`config.mk`:
```
export PLATFORM = sky130hd
export DESIGN_NAME = delta_modulation_sample_channel_unit
export DESIGN_NICKNAME = d
export VERILOG_FILES = /design/src/rtl/dmc_pkg.sv /design/src/rtl/dmc_core.sv /design/src/rtl/dmc_out_stage.sv /design/src/rtl/delta_modulation_sample_channel_unit.sv
export SDC_FILE = /design/constraint.sdc
export NUM_CORES = 1
export LEC_CHECK = 0
export ABC_AREA = 1
export BUFFER_PORTS_ARGS = -buffer_cell sky130_fd_sc_hd__buf_4
export CORE_MARGIN = 4
export CORE_UTILIZATION = 35
export DETAILED_ROUTE_END_ITERATION = 10
export GPL_TIMING_DRIVEN = 0
export HOLD_SLACK_MARGIN = 0.15
export PLACE_DENSITY = 0.6
export SYNTH_ARGS = -nofsm -noshare
export SYNTH_HDL_FRONTEND = slang
export SYNTH_SLANG_ARGS = --single-unit
```
`constraint.sdc`:
```
create_clock -name aclk -period 4 [get_ports aclk]
set_clock_uncertainty 0.05 [all_clocks]
set_input_delay 0.2 -clock aclk [delete_from_list [all_inputs] [get_ports aclk]]
set_output_delay 0.2 -clock aclk [all_outputs]
set_load 0.05 [all_outputs]
```
`src/rtl/dmc_pkg.sv`:
```
// Package for the delta-modulation sample channel: item kinds, register
// indexes, rate period tables and the result word layout.
// No dependencies.
package dmc_pkg;

    // Widths of the configuration port
    localparam int DMC_CFG_IDX_W  = 3;
    localparam int DMC_CFG_DATA_W = 8;

    // Width of the result word on the master side
    localparam int DMC_OUT_W      = 26;
    localparam int DMC_OUT_BYTES_W = 32;

    // Address handling
    localparam logic [15:0] DMC_ADDR_BASE = 16'hC000;
    localparam logic [15:0] DMC_ADDR_WRAP = 16'h8000;
    localparam logic [15:0] DMC_ADDR_TOP  = 16'hFFFF;

    // Item kinds carried in the slave tuser
    typedef enum logic [1:0] {
        DMC_FUNC_TICK   = 2'd0,
        DMC_FUNC_FETCH  = 2'd1,
        DMC_FUNC_LOAD   = 2'd2,
        DMC_FUNC_ENABLE = 2'd3
    } dmc_func_t;

    // Configuration register indexes
    typedef enum logic [DMC_CFG_IDX_W-1:0] {
        DMC_REG_RATE   = 3'd0,
        DMC_REG_PAL    = 3'd1,
        DMC_REG_LOOP   = 3'd2,
        DMC_REG_IRQEN  = 3'd3,
        DMC_REG_START  = 3'd4,
        DMC_REG_LENGTH = 3'd5
    } dmc_reg_t;

    // Bit periods in CPU ticks
    localparam logic [8:0] DMC_NTSC_PERIODS [16] = '{
        9'd428, 9'd380, 9'd340, 9'd320, 9'd286, 9'd254, 9'd226, 9'd214,
        9'd190, 9'd160, 9'd142, 9'd128, 9'd106, 9'd84,  9'd72,  9'd54
    };
    localparam logic [8:0] DMC_PAL_PERIODS [16] = '{
        9'd398, 9'd354, 9'd316, 9'd298, 9'd276, 9'd236, 9'd210, 9'd198,
        9'd176, 9'd148, 9'd132, 9'd118, 9'd98,  9'd78,  9'd66,  9'd50
    };

    // Result word, level in the lowest bits
    typedef struct packed {
        logic [15:0] fetch_address;
        logic        fetch_request;
        logic        irq;
        logic        active;
        logic [6:0]  level;
    } dmc_result_t;

    // Start address and length of a sample run
    function automatic logic [15:0] dmc_start_addr(input logic [7:0] code);
        return DMC_ADDR_BASE | {2'b00, code, 6'b000000};
    endfunction

    function automatic logic [11:0] dmc_start_len(input logic [7:0] code);
        return {code, 4'b0001};
    endfunction

endpackage

```
`src/rtl/dmc_core.sv`:
```
// Channel state and configuration registers with the single-pass update
// for one word. Depends on dmc_pkg.
module dmc_core
    import dmc_pkg::*;
(
    input  logic                      aclk,
    input  logic                      aresetn,
    input  logic                      cfg_wr_en,
    input  logic [DMC_CFG_IDX_W-1:0]  cfg_index,
    input  logic [DMC_CFG_DATA_W-1:0] cfg_wdata,
    input  logic                      item_valid,
    input  logic [1:0]                item_func,
    input  logic [7:0]                item_data,
    output dmc_result_t               result
);

    // Configuration registers
    logic [3:0] rate_index_reg;
    logic       pal_mode_reg;
    logic       loop_enable_reg;
    logic       irq_enable_reg;
    logic [7:0] start_code_reg;
    logic [7:0] length_code_reg;

    // Channel state
    logic [8:0]  timer_reg,     timer_next;
    logic [7:0]  shift_reg,     shift_next;
    logic [3:0]  bits_reg,      bits_next;
    logic        silenced_reg,  silenced_next;
    logic        full_reg,      full_next;
    logic [7:0]  buffer_reg,    buffer_next;
    logic [15:0] addr_reg,      addr_next;
    logic [11:0] bytes_reg,     bytes_next;
    logic        irq_reg,       irq_next;
    logic        enabled_reg,   enabled_next;
    logic [6:0]  level_reg,     level_next;

    logic [8:0]  period;
    logic        wants_fetch;
    logic        req_next;

    assign period = pal_mode_reg ? DMC_PAL_PERIODS[rate_index_reg]
                                 : DMC_NTSC_PERIODS[rate_index_reg];
    assign wants_fetch = enabled_reg && !full_reg && (bytes_reg != 12'd0);

    // Work out the state after the word
    always_comb begin
        logic [3:0]  bits_work;
        logic        sil_work;
        logic [7:0]  shift_work;
        logic [11:0] bytes_work;

        timer_next    = timer_reg;
        shift_next    = shift_reg;
        bits_next     = bits_reg;
        silenced_next = silenced_reg;
        full_next     = full_reg;
        buffer_next   = buffer_reg;
        addr_next     = addr_reg;
        bytes_next    = bytes_reg;
        irq_next      = irq_reg;
        enabled_next  = enabled_reg;
        level_next    = level_reg;
        bits_work     = bits_reg;
        sil_work      = silenced_reg;
        shift_work    = shift_reg;
        bytes_work    = bytes_reg - 12'd1;

        if (item_valid) begin
            case (dmc_func_t'(item_func))
                DMC_FUNC_TICK: begin
                    if (enabled_reg) begin
                        if (timer_reg != 9'd0) begin
                            timer_next = timer_reg - 9'd1;
                        end else begin
                            timer_next = period - 9'd1;
                            // start a new byte from the buffer, or go silent
                            if (bits_reg == 4'd0) begin
                                bits_work = 4'd8;
                                if (full_reg) begin
                                    sil_work   = 1'b0;
                                    full_next  = 1'b0;
                                    shift_work = buffer_reg;
                                end else begin
                                    sil_work = 1'b1;
                                end
                            end
                            silenced_next = sil_work;
                            // step the level by two, held within range
                            if (!sil_work) begin
                                if (shift_work[0]) begin
                                    if (level_reg <= 7'd125) begin
                                        level_next = level_reg + 7'd2;
                                    end
                                end else if (level_reg >= 7'd2) begin
                                    level_next = level_reg - 7'd2;
                                end
                            end
                            shift_next = shift_work >> 1;
                            bits_next  = bits_work - 4'd1;
                        end
                    end
                end
                DMC_FUNC_FETCH: begin
                    // take the byte only if one was asked for
                    if (wants_fetch) begin
                        buffer_next = item_data;
                        full_next   = 1'b1;
                        addr_next   = (addr_reg == DMC_ADDR_TOP) ? DMC_ADDR_WRAP
                                                                : addr_reg + 16'd1;
                        bytes_next  = bytes_work;
                        if (bytes_work == 12'd0) begin
                            if (loop_enable_reg) begin
                                addr_next  = dmc_start_addr(start_code_reg);
                                bytes_next = dmc_start_len(length_code_reg);
                            end else if (irq_enable_reg) begin
                                irq_next = 1'b1;
                            end
                        end
                    end
                end
                DMC_FUNC_LOAD: begin
                    level_next = item_data[6:0];
                end
                DMC_FUNC_ENABLE: begin
                    enabled_next = item_data[0];
                    irq_next     = 1'b0;
                    if (item_data[0]) begin
                        if (bytes_reg == 12'd0) begin
                            addr_next  = dmc_start_addr(start_code_reg);
                            bytes_next = dmc_start_len(length_code_reg);
                        end
                    end else begin
                        bytes_next = 12'd0;
                    end
                end
                default: begin
                end
            endcase
        end

        // clearing irq enable drops a pending interrupt
        if (cfg_wr_en && (dmc_reg_t'(cfg_index) == DMC_REG_IRQEN) && !cfg_wdata[0]) begin
            irq_next = 1'b0;
        end
    end

    // Result shows the state after the word
    assign req_next = enabled_next && !full_next && (bytes_next != 12'd0);
    always_comb begin
        result.level         = level_next;
        result.active        = (bytes_next != 12'd0);
        result.irq           = irq_next;
        result.fetch_request = req_next;
        result.fetch_address = req_next ? addr_next : 16'd0;
    end

    // Configuration writes
    always_ff @(posedge aclk) begin
        if (!aresetn) begin
            rate_index_reg  <= 4'd0;
            pal_mode_reg    <= 1'b0;
            loop_enable_reg <= 1'b0;
            irq_enable_reg  <= 1'b0;
            start_code_reg  <= 8'd0;
            length_code_reg <= 8'd0;
        end else if (cfg_wr_en) begin
            case (dmc_reg_t'(cfg_index))
                DMC_REG_RATE:   rate_index_reg  <= cfg_wdata[3:0];
                DMC_REG_PAL:    pal_mode_reg    <= cfg_wdata[0];
                DMC_REG_LOOP:   loop_enable_reg <= cfg_wdata[0];
                DMC_REG_IRQEN:  irq_enable_reg  <= cfg_wdata[0];
                DMC_REG_START:  start_code_reg  <= cfg_wdata;
                DMC_REG_LENGTH: length_code_reg <= cfg_wdata;
                default: begin
                end
            endcase
        end
    end

    // Hold the channel state
    always_ff @(posedge aclk) begin
        if (!aresetn) begin
            timer_reg    <= 9'd0;
            shift_reg    <= 8'd0;
            bits_reg     <= 4'd0;
            silenced_reg <= 1'b1;
            full_reg     <= 1'b0;
            buffer_reg   <= 8'd0;
            addr_reg     <= DMC_ADDR_BASE;
            bytes_reg    <= 12'd0;
            irq_reg      <= 1'b0;
            enabled_reg  <= 1'b0;
            level_reg    <= 7'd0;
        end else begin
            timer_reg    <= timer_next;
            shift_reg    <= shift_next;
            bits_reg     <= bits_next;
            silenced_reg <= silenced_next;
            full_reg     <= full_next;
            buffer_reg   <= buffer_next;
            addr_reg     <= addr_next;
            bytes_reg    <= bytes_next;
            irq_reg      <= irq_next;
            enabled_reg  <= enabled_next;
            level_reg    <= level_next;
        end
    end

    // A disabled channel has nothing left to fetch
    a_disabled_empty: assert property (@(posedge aclk) disable iff (!aresetn)
        !enabled_reg |-> (bytes_reg == 12'd0))
        else $error("disabled channel still has bytes to fetch");

    // The bit counter never runs past one byte
    a_bits_range: assert property (@(posedge aclk) disable iff (!aresetn)
        bits_reg <= 4'd8)
        else $error("bit counter out of range");

    // A running timer counts down by one per enabled tick
    a_timer_count: assert property (@(posedge aclk) disable iff (!aresetn)
        (item_valid && (item_func == DMC_FUNC_TICK) && enabled_reg && (timer_reg != 9'd0))
        |=> (timer_reg == $past(timer_reg) - 9'd1))
        else $error("rate timer did not count down");

    // The interrupt only rises on an accepted byte
    a_irq_source: assert property (@(posedge aclk) disable iff (!aresetn)
        $rose(irq_reg) |-> $past(item_valid && (item_func == DMC_FUNC_FETCH) && wants_fetch))
        else $error("interrupt raised without a fetched byte");

endmodule

```
`src/rtl/dmc_out_stage.sv`:
```
// Result register on the master side with its valid flag.
// Depends on dmc_pkg.
module dmc_out_stage
    import dmc_pkg::*;
(
    input  logic        aclk,
    input  logic        aresetn,
    input  logic        load,
    input  dmc_result_t result,
    output logic        can_take,
    output logic        m_tvalid,
    input  logic        m_tready,
    output dmc_result_t m_result
);

    logic        valid_reg, valid_next;
    dmc_result_t data_reg;

    // Free when empty or being drained this cycle
    assign can_take = !valid_reg || m_tready;

    always_comb begin
        valid_next = valid_reg;
        if (load) begin
            valid_next = 1'b1;
        end else if (m_tready) begin
            valid_next = 1'b0;
        end
    end

    always_ff @(posedge aclk) begin
        if (!aresetn) begin
            valid_reg <= 1'b0;
        end else begin
            valid_reg <= valid_next;
        end
    end

    // Capture the result word
    always_ff @(posedge aclk) begin
        if (load) begin
            data_reg <= result;
        end
    end

    assign m_tvalid = valid_reg;
    assign m_result = data_reg;

endmodule

```
`src/rtl/delta_modulation_sample_channel_unit.sv`:
```
// Top level of the delta-modulation sample channel: input register, channel
// core and result register. Depends on dmc_pkg, dmc_core and dmc_out_stage.
//
//  channel   dir  handshake          payload
//  s_        in   s_tvalid/s_tready  s_tuser[1:0] func, s_tdata[7:0] data
//  m_        out  m_tvalid/m_tready  m_tdata[25:0] level..fetch_address
//  cfg_      in   cfg_wr_en          cfg_index[2:0], cfg_wdata[7:0]
//
// One word per cycle is accepted unless the result side stalls; a word waits in
// the input register, then the core update writes the result register.
// The whole state update is one pass through the core between the two.
// aresetn is synchronous, active low; clears valid flags and core registers.
// A stall on m_tready holds the result and backs up into s_tready, which
// stays high as long as the result register is empty or draining.
module delta_modulation_sample_channel_unit
    import dmc_pkg::*;
(
    input  logic                       aclk,
    input  logic                       aresetn,
    // configuration write port
    input  logic                       cfg_wr_en,
    input  logic [DMC_CFG_IDX_W-1:0]   cfg_index,
    input  logic [DMC_CFG_DATA_W-1:0]  cfg_wdata,
    // slave side
    input  logic                       s_tvalid,
    output logic                       s_tready,
    input  logic [7:0]                 s_tdata,   // [7:0] data
    input  logic [1:0]                 s_tuser,   // [1:0] func
    // master side
    output logic                       m_tvalid,
    input  logic                       m_tready,
    // [6:0] level, [7] active, [8] irq, [9] fetch_request,
    // [25:10] fetch_address, [31:26] zero
    output logic [DMC_OUT_BYTES_W-1:0] m_tdata
);

    logic        in_valid_reg, in_valid_next;
    logic [1:0]  in_func_reg;
    logic [7:0]  in_data_reg;
    logic        out_can_take;
    logic        advance;
    dmc_result_t core_result;
    dmc_result_t out_result;

    assign advance  = in_valid_reg && out_can_take;
    assign s_tready = !in_valid_reg || out_can_take;

    // Input register
    always_comb begin
        in_valid_next = in_valid_reg;
        if (s_tvalid && s_tready) begin
            in_valid_next = 1'b1;
        end else if (advance) begin
            in_valid_next = 1'b0;
        end
    end

    always_ff @(posedge aclk) begin
        if (!aresetn) begin
            in_valid_reg <= 1'b0;
        end else begin
            in_valid_reg <= in_valid_next;
        end
    end

    always_ff @(posedge aclk) begin
        if (s_tvalid && s_tready) begin
            in_func_reg <= s_tuser;
            in_data_reg <= s_tdata;
        end
    end

    dmc_core u_core (
        .aclk       (aclk),
        .aresetn    (aresetn),
        .cfg_wr_en  (cfg_wr_en),
        .cfg_index  (cfg_index),
        .cfg_wdata  (cfg_wdata),
        .item_valid (advance),
        .item_func  (in_func_reg),
        .item_data  (in_data_reg),
        .result     (core_result)
    );

    dmc_out_stage u_out (
        .aclk     (aclk),
        .aresetn  (aresetn),
        .load     (advance),
        .result   (core_result),
        .can_take (out_can_take),
        .m_tvalid (m_tvalid),
        .m_tready (m_tready),
        .m_result (out_result)
    );

    // Pad the result word to whole bytes
    assign m_tdata = {{(DMC_OUT_BYTES_W - DMC_OUT_W){1'b0}}, out_result};

endmodule

```
==> results of run 1 <==
-- routing by layer --
metal  share of wire, %  vias up
met5                  0        -
met4                2.3        0
met3                5.1       26
met2                 47      170
met1                 46     3213
li1                   -     3683
-- path summary, 6_finish.rpt --
| kind | end | slack (ps) | depth (start not counted) |
|---|---|---|---|
| max | u_out.m_result[25] | 620 | 19 |
| min | u_core.buffer_reg[6] | 400 | 2 |
| max reg2reg | u_out.m_result[25] | 620 | 19 |
| min reg2reg | u_core.buffer_reg[6] | 400 | 2 |
-- layout by cell type, fill, tap and decap left out, types with 3 or more instances in the layout --
cell / instances
nand3_2: 6
clkinv_4: 3
nand2_4: 5
nand4_1: 26
nor2_4: 16
buf_4: 58
ha_1: 12
nor4_1: 4
o211ai_1: 25
xnor2_1: 5
xor2_1: 6
dlygate4sd3_1: 25
a22oi_1: 9
inv_6: 4
dfxtp_1: 92
a21boi_1: 4
o22ai_1: 5
buf_6: 3
nand3_1: 41
clkinv_1: 6
nand2_1: 183
inv_2: 4
inv_1: 130
clkinvlp_4: 5
nand2_2: 10
nor2_2: 9
a31oi_1: 8
conb_1: 6
o31ai_1: 3
clkbuf_1: 24
edfxtp_1: 36
clkbuf_16: 17
nor3_1: 16
o21ai_0: 101
a21oi_1: 83
nor2_1: 135
-- cell families (layout without fill, tap and decap cells) --
kind of cell               count (synthesis)  in the layout  share of synthesized area, %
AOI/OAI and AO/OA                        253            253                          19.2
xor gates and xnor gates                  11             11                          1.29
adders and majority gates                 12             12                          2.01
buffers and inverters                    175            285                          9.65
DFF                                      128            128                          39.1
other                                      1              6                        0.0502
and+or+nand+nor                          456            456                          28.7
-- cell usage after synthesis, types with 3 or more instances --
cell	n
nand2_1	183
nor2_1	135
inv_1	130
o21ai_0	101
dfxtp_1	92
a21oi_1	83
nand3_1	41
edfxtp_1	36
nand4_1	26
clkbuf_1	25
o211ai_1	25
nor2_4	16
nor3_1	16
ha_1	12
nand2_2	10
a22oi_1	9
nor2_2	9
a31oi_1	8
buf_4	6
nand3_2	6
xor2_1	6
nand2_4	5
o22ai_1	5
xnor2_1	5
a21boi_1	4
clkinv_1	4
inv_2	4
nor4_1	4
buf_6	3
o31ai_1	3
-- area by class of cell --
type                    instances  area (um^2)
clock buffers                  17          425
repair buffers                 78          661
plain buffers                  37          204
inverters                     138          518
fillers                      2167        12000
flip-flops and latches        128         2920
multi-input cells             738         3840
clock inverters                15          136
well taps                     275          344
-- critical path, delay by kind of cell, from the launching register on --
family / cells / cell delay, ps
and+or+nand+nor: 14 / 1630
DFF: 1 / 450
buffers and inverters: 3 / 400
adders and majority gates: 1 / 300
xor gates and xnor gates: 1 / 290
-- power groups by stage --
stage	combinational, mW	clock (mW)	sequential (mW)
2_1_floorplan	0.163	0	1.45
3_3_place_gp	0.301	0	1.42
3_5_place_dp	0.306	0	1.41
4_1_cts	0.326	1.52	1.39
5_1_grt	0.356	1.58	1.39
6_report	0.328	1.49	1.39
==> impl_metrics.tcl, run 1 <==
set metrics [dict create \
    num_vias 7092 \
    startpoint_type "flip-flop" \
    clockBufferDepth 2 \
    synth_edf_count 36 \
    nets 1176 \
    power_frac_comb_pct 10.3 \
    hpwl_um 16200 \
    grt_setup_unrepaired "false" \
    total_power_mw 3.20 \
    power.internal_mw 2.33 \
    cp_max_fo 10 \
    ys_async_sr_fraction_pct 0 \
    gp_congestion 0.936 \
    period_share_pct 84.4 \
    cp.required_ps 4120 \
    ioPinCount 60 \
    synth_area_um2 7470 \
    cts_inserted_buffers 17 \
    cp_slowest_stage_delay_ps 450 \
    grt_pass1_wl_um 35500 \
    instances_no_fill 1426 \
    hp-start "u_core.buffer_reg[6]" \
    portBuffers 52 \
    post_dp_cell_area_um2 8240 \
    hp-class "flip-flop to flip-flop" \
    antenna_cells 0 \
    htree_levels 4 \
    cts_root_buf "clkbuf_16" \
    swShare_pct 27.3 \
    setup_viol_count_final 0 \
    finalMaxSlewViolations 0 \
    route.detailed.drc 0 \
    grt_usage_pct 18.5 \
    yosys.area.top_type_share_pct 24.7 \
    cts_hold_buffers 25 \
    power.density_nw_per_um2 354 \
    final_hold_viol_count 0 \
    relSlewSlack_pct 39.0 \
    ys_seq_elements 128 \
    worst_slew_pin_slew_ps 908 \
    core-area_um2 21000 \
    grt-ovfl-total 0 \
    die_y_um 154 \
    area_growth_pct 21.3 \
    timing.setup.tns_ps 0 \
    drv_cap 0 \
    grt_pass1_vias 6819 \
    die_w_um 154 \
    status "finished clean" \
    netSwitchingPower_mw 0.873 \
    clk_latency_ps 430 \
    synth-main-ff-cell "dfxtp_1" \
    top_usage_layer "met2" \
    grt_max_degree 25 \
    grtUsageMet3_pct 4.22 \
    leakage_nw 3.69 \
    rows 53 \
    start_util_pct 35.5 \
    wl_per_cell_um 15.4 \
    postRouteWirelength_um 22000 \
    seqPwrFrac_pct 43.3 \
    place_ws_ps 631 \
    die-area_um2 23700 \
    finalCoreUtilization_pct 43.1 \
    fin_crit_ps 3380 \
    arrival_ps 3490 \
    peakVddDrop_uv 298 \
    antenna_found_initial 0 \
    synthCells 1036 \
    timing.final.ws_setup_ps 623 \
    cpMaxStageDelayCell "dfxtp_1" \
    drt_iter0_markers 566 \
    drt_pre_antenna_iters 7 \
    timing.rr.start "u_core.bytes_reg[1]" \
    crit_path_end_kind "flip-flop" \
    cts_tree "done" \
    clkSinkCount 128 \
    critical_path_class "flip-flop to flip-flop" \
    yosysTopAreaCell "dfxtp_1" \
    cts_resized 0 \
    synth_area_leaders "dfxtp_1 (25%), edfxtp_1 (14%), nand2_1 (9.2%)" \
    yosysSeqAreaShare_pct 39.1 \
    whs_ps 399 \
    clk_pin_slew_ps 60 \
    ys_warn_count 0 \
    finalInstanceArea_um2 9050 \
    largest_reg_flops 26 \
    layout-drive-gt1-share_pct 13.1 \
    post_cts_buffers 0 \
    critPathLaunch "u_core.bytes_reg[1]" \
    ys_types 46 \
    vias_per_cell 4.97 \
    place_inst 1369 \
    power_frac_clock_pct 46.4 \
    final_antenna_net_count 0 \
    syn_avg_cell_area_um2 7.21 \
    path_cells "inv_1, ha_1, xnor2_1, nand2_1, nor2_1, nand3_2, nor2_2, nand2_2, nor2_4, inv_2, nand2_4, nand3_2, nor2_2, nand3_1, nor2_2, nand3_2, nand2_4, buf_12, nor2_4" \
    fmax_mhz 296 \
    use_met1_pct 24.1 \
    use_met2_pct 30.3 \
]
Note: power is estimated with default switching activity, not from simulation.
==> run 2, diff against run 1 <==
- clock period: 4 -> 3.5 ns (I/O delays scaled with it)
==> impl_metrics.tcl, run 2 (synthesis results as in run 1) <==
set metrics [dict create \
    die-area_um2 23700 \
    place_inst 1369 \
    leakage_nw 3.70 \
    final_antenna_net_count 0 \
    place_ws_ps 131 \
    gp_congestion 0.936 \
    clk_pin_slew_ps 60 \
    power.density_nw_per_um2 404 \
    grt_pass1_vias 6819 \
    period_share_pct 93.8 \
    fill_cells 2167 \
    cts_tree "done" \
    finalInstanceArea_um2 9060 \
    critical_path_class "flip-flop to flip-flop" \
    finalCoreUtilization_pct 43.1 \
    grt_usage_pct 18.5 \
    layout-drive-gt1-share_pct 13.4 \
    clockBufferDepth 2 \
    die_y_um 154 \
    layout_common_cells "nand2_1 (183), nor2_1 (135), inv_1 (129)" \
    path_buf_inv 3 \
    vias_per_cell 5.02 \
    reg2reg_depth 19 \
    status "finished clean" \
    post_cts_buffers 0 \
    peakVddDrop_uv 341 \
    cts_root_buf "clkbuf_16" \
    cp_max_fo 10 \
    reg2reg_to "u_out.m_result[18]" \
    cp.required_ps 3620 \
    antenna_cells 0 \
    ioPinCount 60 \
    drt_pre_antenna_iters 5 \
    startpoint_type "flip-flop" \
    core-area_um2 21000 \
    whs_endpoint "u_core.buffer_reg[6]" \
    largest_reg_flops 26 \
    area_growth_pct 21.4 \
    multi_input_area_um2 3850 \
    relSlewSlack_pct 38.3 \
    hp-class "flip-flop to flip-flop" \
    rows 53 \
    hold_depth 2 \
    cp_slowest_stage_delay_ps 450 \
    finalMaxSlewViolations 0 \
    path_cells "inv_1, ha_2, xnor2_2, nand2_1, nor2_1, nand3_2, nor2_2, nand2_2, nor2_4, inv_2, nand2_4, nand3_2, nor2_2, nand3_1, nor2_2, nand3_2, nand2_4, buf_12, nor2_4" \
    fmax_mhz 305 \
    whs_ps 399 \
    portBuffers 52 \
    worst_slew_pin_slew_ps 918 \
    drv_cap 0 \
    post_dp_cell_area_um2 8240 \
    die_w_um 154 \
    total_power_mw 3.66 \
    arrival_ps 3400 \
    drt_iter0_markers 481 \
    grt-ovfl-total 0 \
    nets 1176 \
    num_vias 7156 \
    grt_max_degree 25 \
    start_util_pct 35.5 \
    grt_setup_unrepaired "false" \
    hp-start "u_core.buffer_reg[6]" \
    final_common_cell "nand2_1" \
    timing.final.ws_setup_ps 219 \
    setup_viol_count_final 0 \
    final_hold_viol_count 0 \
    route.detailed.drc 0 \
    timing.rr.start "u_core.bytes_reg[1]" \
    htree_levels 4 \
    fin_crit_ps 3280 \
    path_delay_family "simple AND/OR/NAND/NOR gates" \
    timing.setup.tns_ps 0 \
    grt_pass1_wl_um 35500 \
    wl_per_cell_um 15.4 \
    crit_path_end_kind "flip-flop" \
    cts_inserted_buffers 17 \
    antenna_found_initial 0 \
    clk_latency_ps 430 \
    instances_no_fill 1426 \
    regArea_um2 2920 \
    cpMaxStageDelayCell "dfxtp_1" \
    postRouteWirelength_um 22000 \
    clkSinkCount 128 \
    hpwl_um 16200 \
    rrSetupSlack_ps 220 \
]
-- run 2: per-layer routing --
layer  share of wire (%)  wire, um  GRT usage [%]
met1                  46     10100           24.1
met2                  47     10400           30.3
met3                 4.9      1070           4.22
met4                 2.3       505           6.27
met5                   0         0              0
-- run 2: area by class of cell --
type / count / share of cell area, %
buffer: 37 / 2.25
clock buffer: 17 / 4.69
clock inverter: 15 / 1.50
inverter: 138 / 5.72
multi-input combinational: 738 / 42.5
sequential: 128 / 32.3
tap: 275 / 3.80
timing repair buffer: 78 / 7.29
-- run 2: worst min-delay path, stage by stage (launching register included) --
cell and delay, ps:
dfxtp_1 290, inv_1 50, a21oi_1 50
-- run 2: how the worst max path moves through the flow --
stage / start / end / slack [ps] / cells after the start
floorplan: u_out.m_tvalid / u_out.m_result[18] / 590 / 11
global placement: u_out.m_tvalid / u_out.m_result[21] / -190 / 11
detailed placement: u_core.bytes_reg[1] / u_out.m_result[18] / 130 / 19
CTS: u_core.bytes_reg[1] / u_out.m_result[18] / 110 / 19
global route: u_core.bytes_reg[1] / u_out.m_result[21] / 20 / 19
finish: u_core.bytes_reg[1] / u_out.m_result[18] / 220 / 19
-- run 2: repair_timing --
| item | in CTS | in global routing |
|---|---|---|
| endpoints found under the setup margin | 0 | 12 |
| hold buffers | 25 | 0 |
| hold endpoints to repair | 36 | 0 |
| gates resized for setup | 0 | 3 |
-- run 2: report_power, final --
part           leakage [nW]  switching [mW]  internal (mW)  total, mW
Clock                 0.258           0.721          0.982       1.70
Combinational          2.35           0.255          0.120      0.375
Sequential             1.09          0.0258           1.56       1.59
Total                  3.70            1.00           2.66       3.66
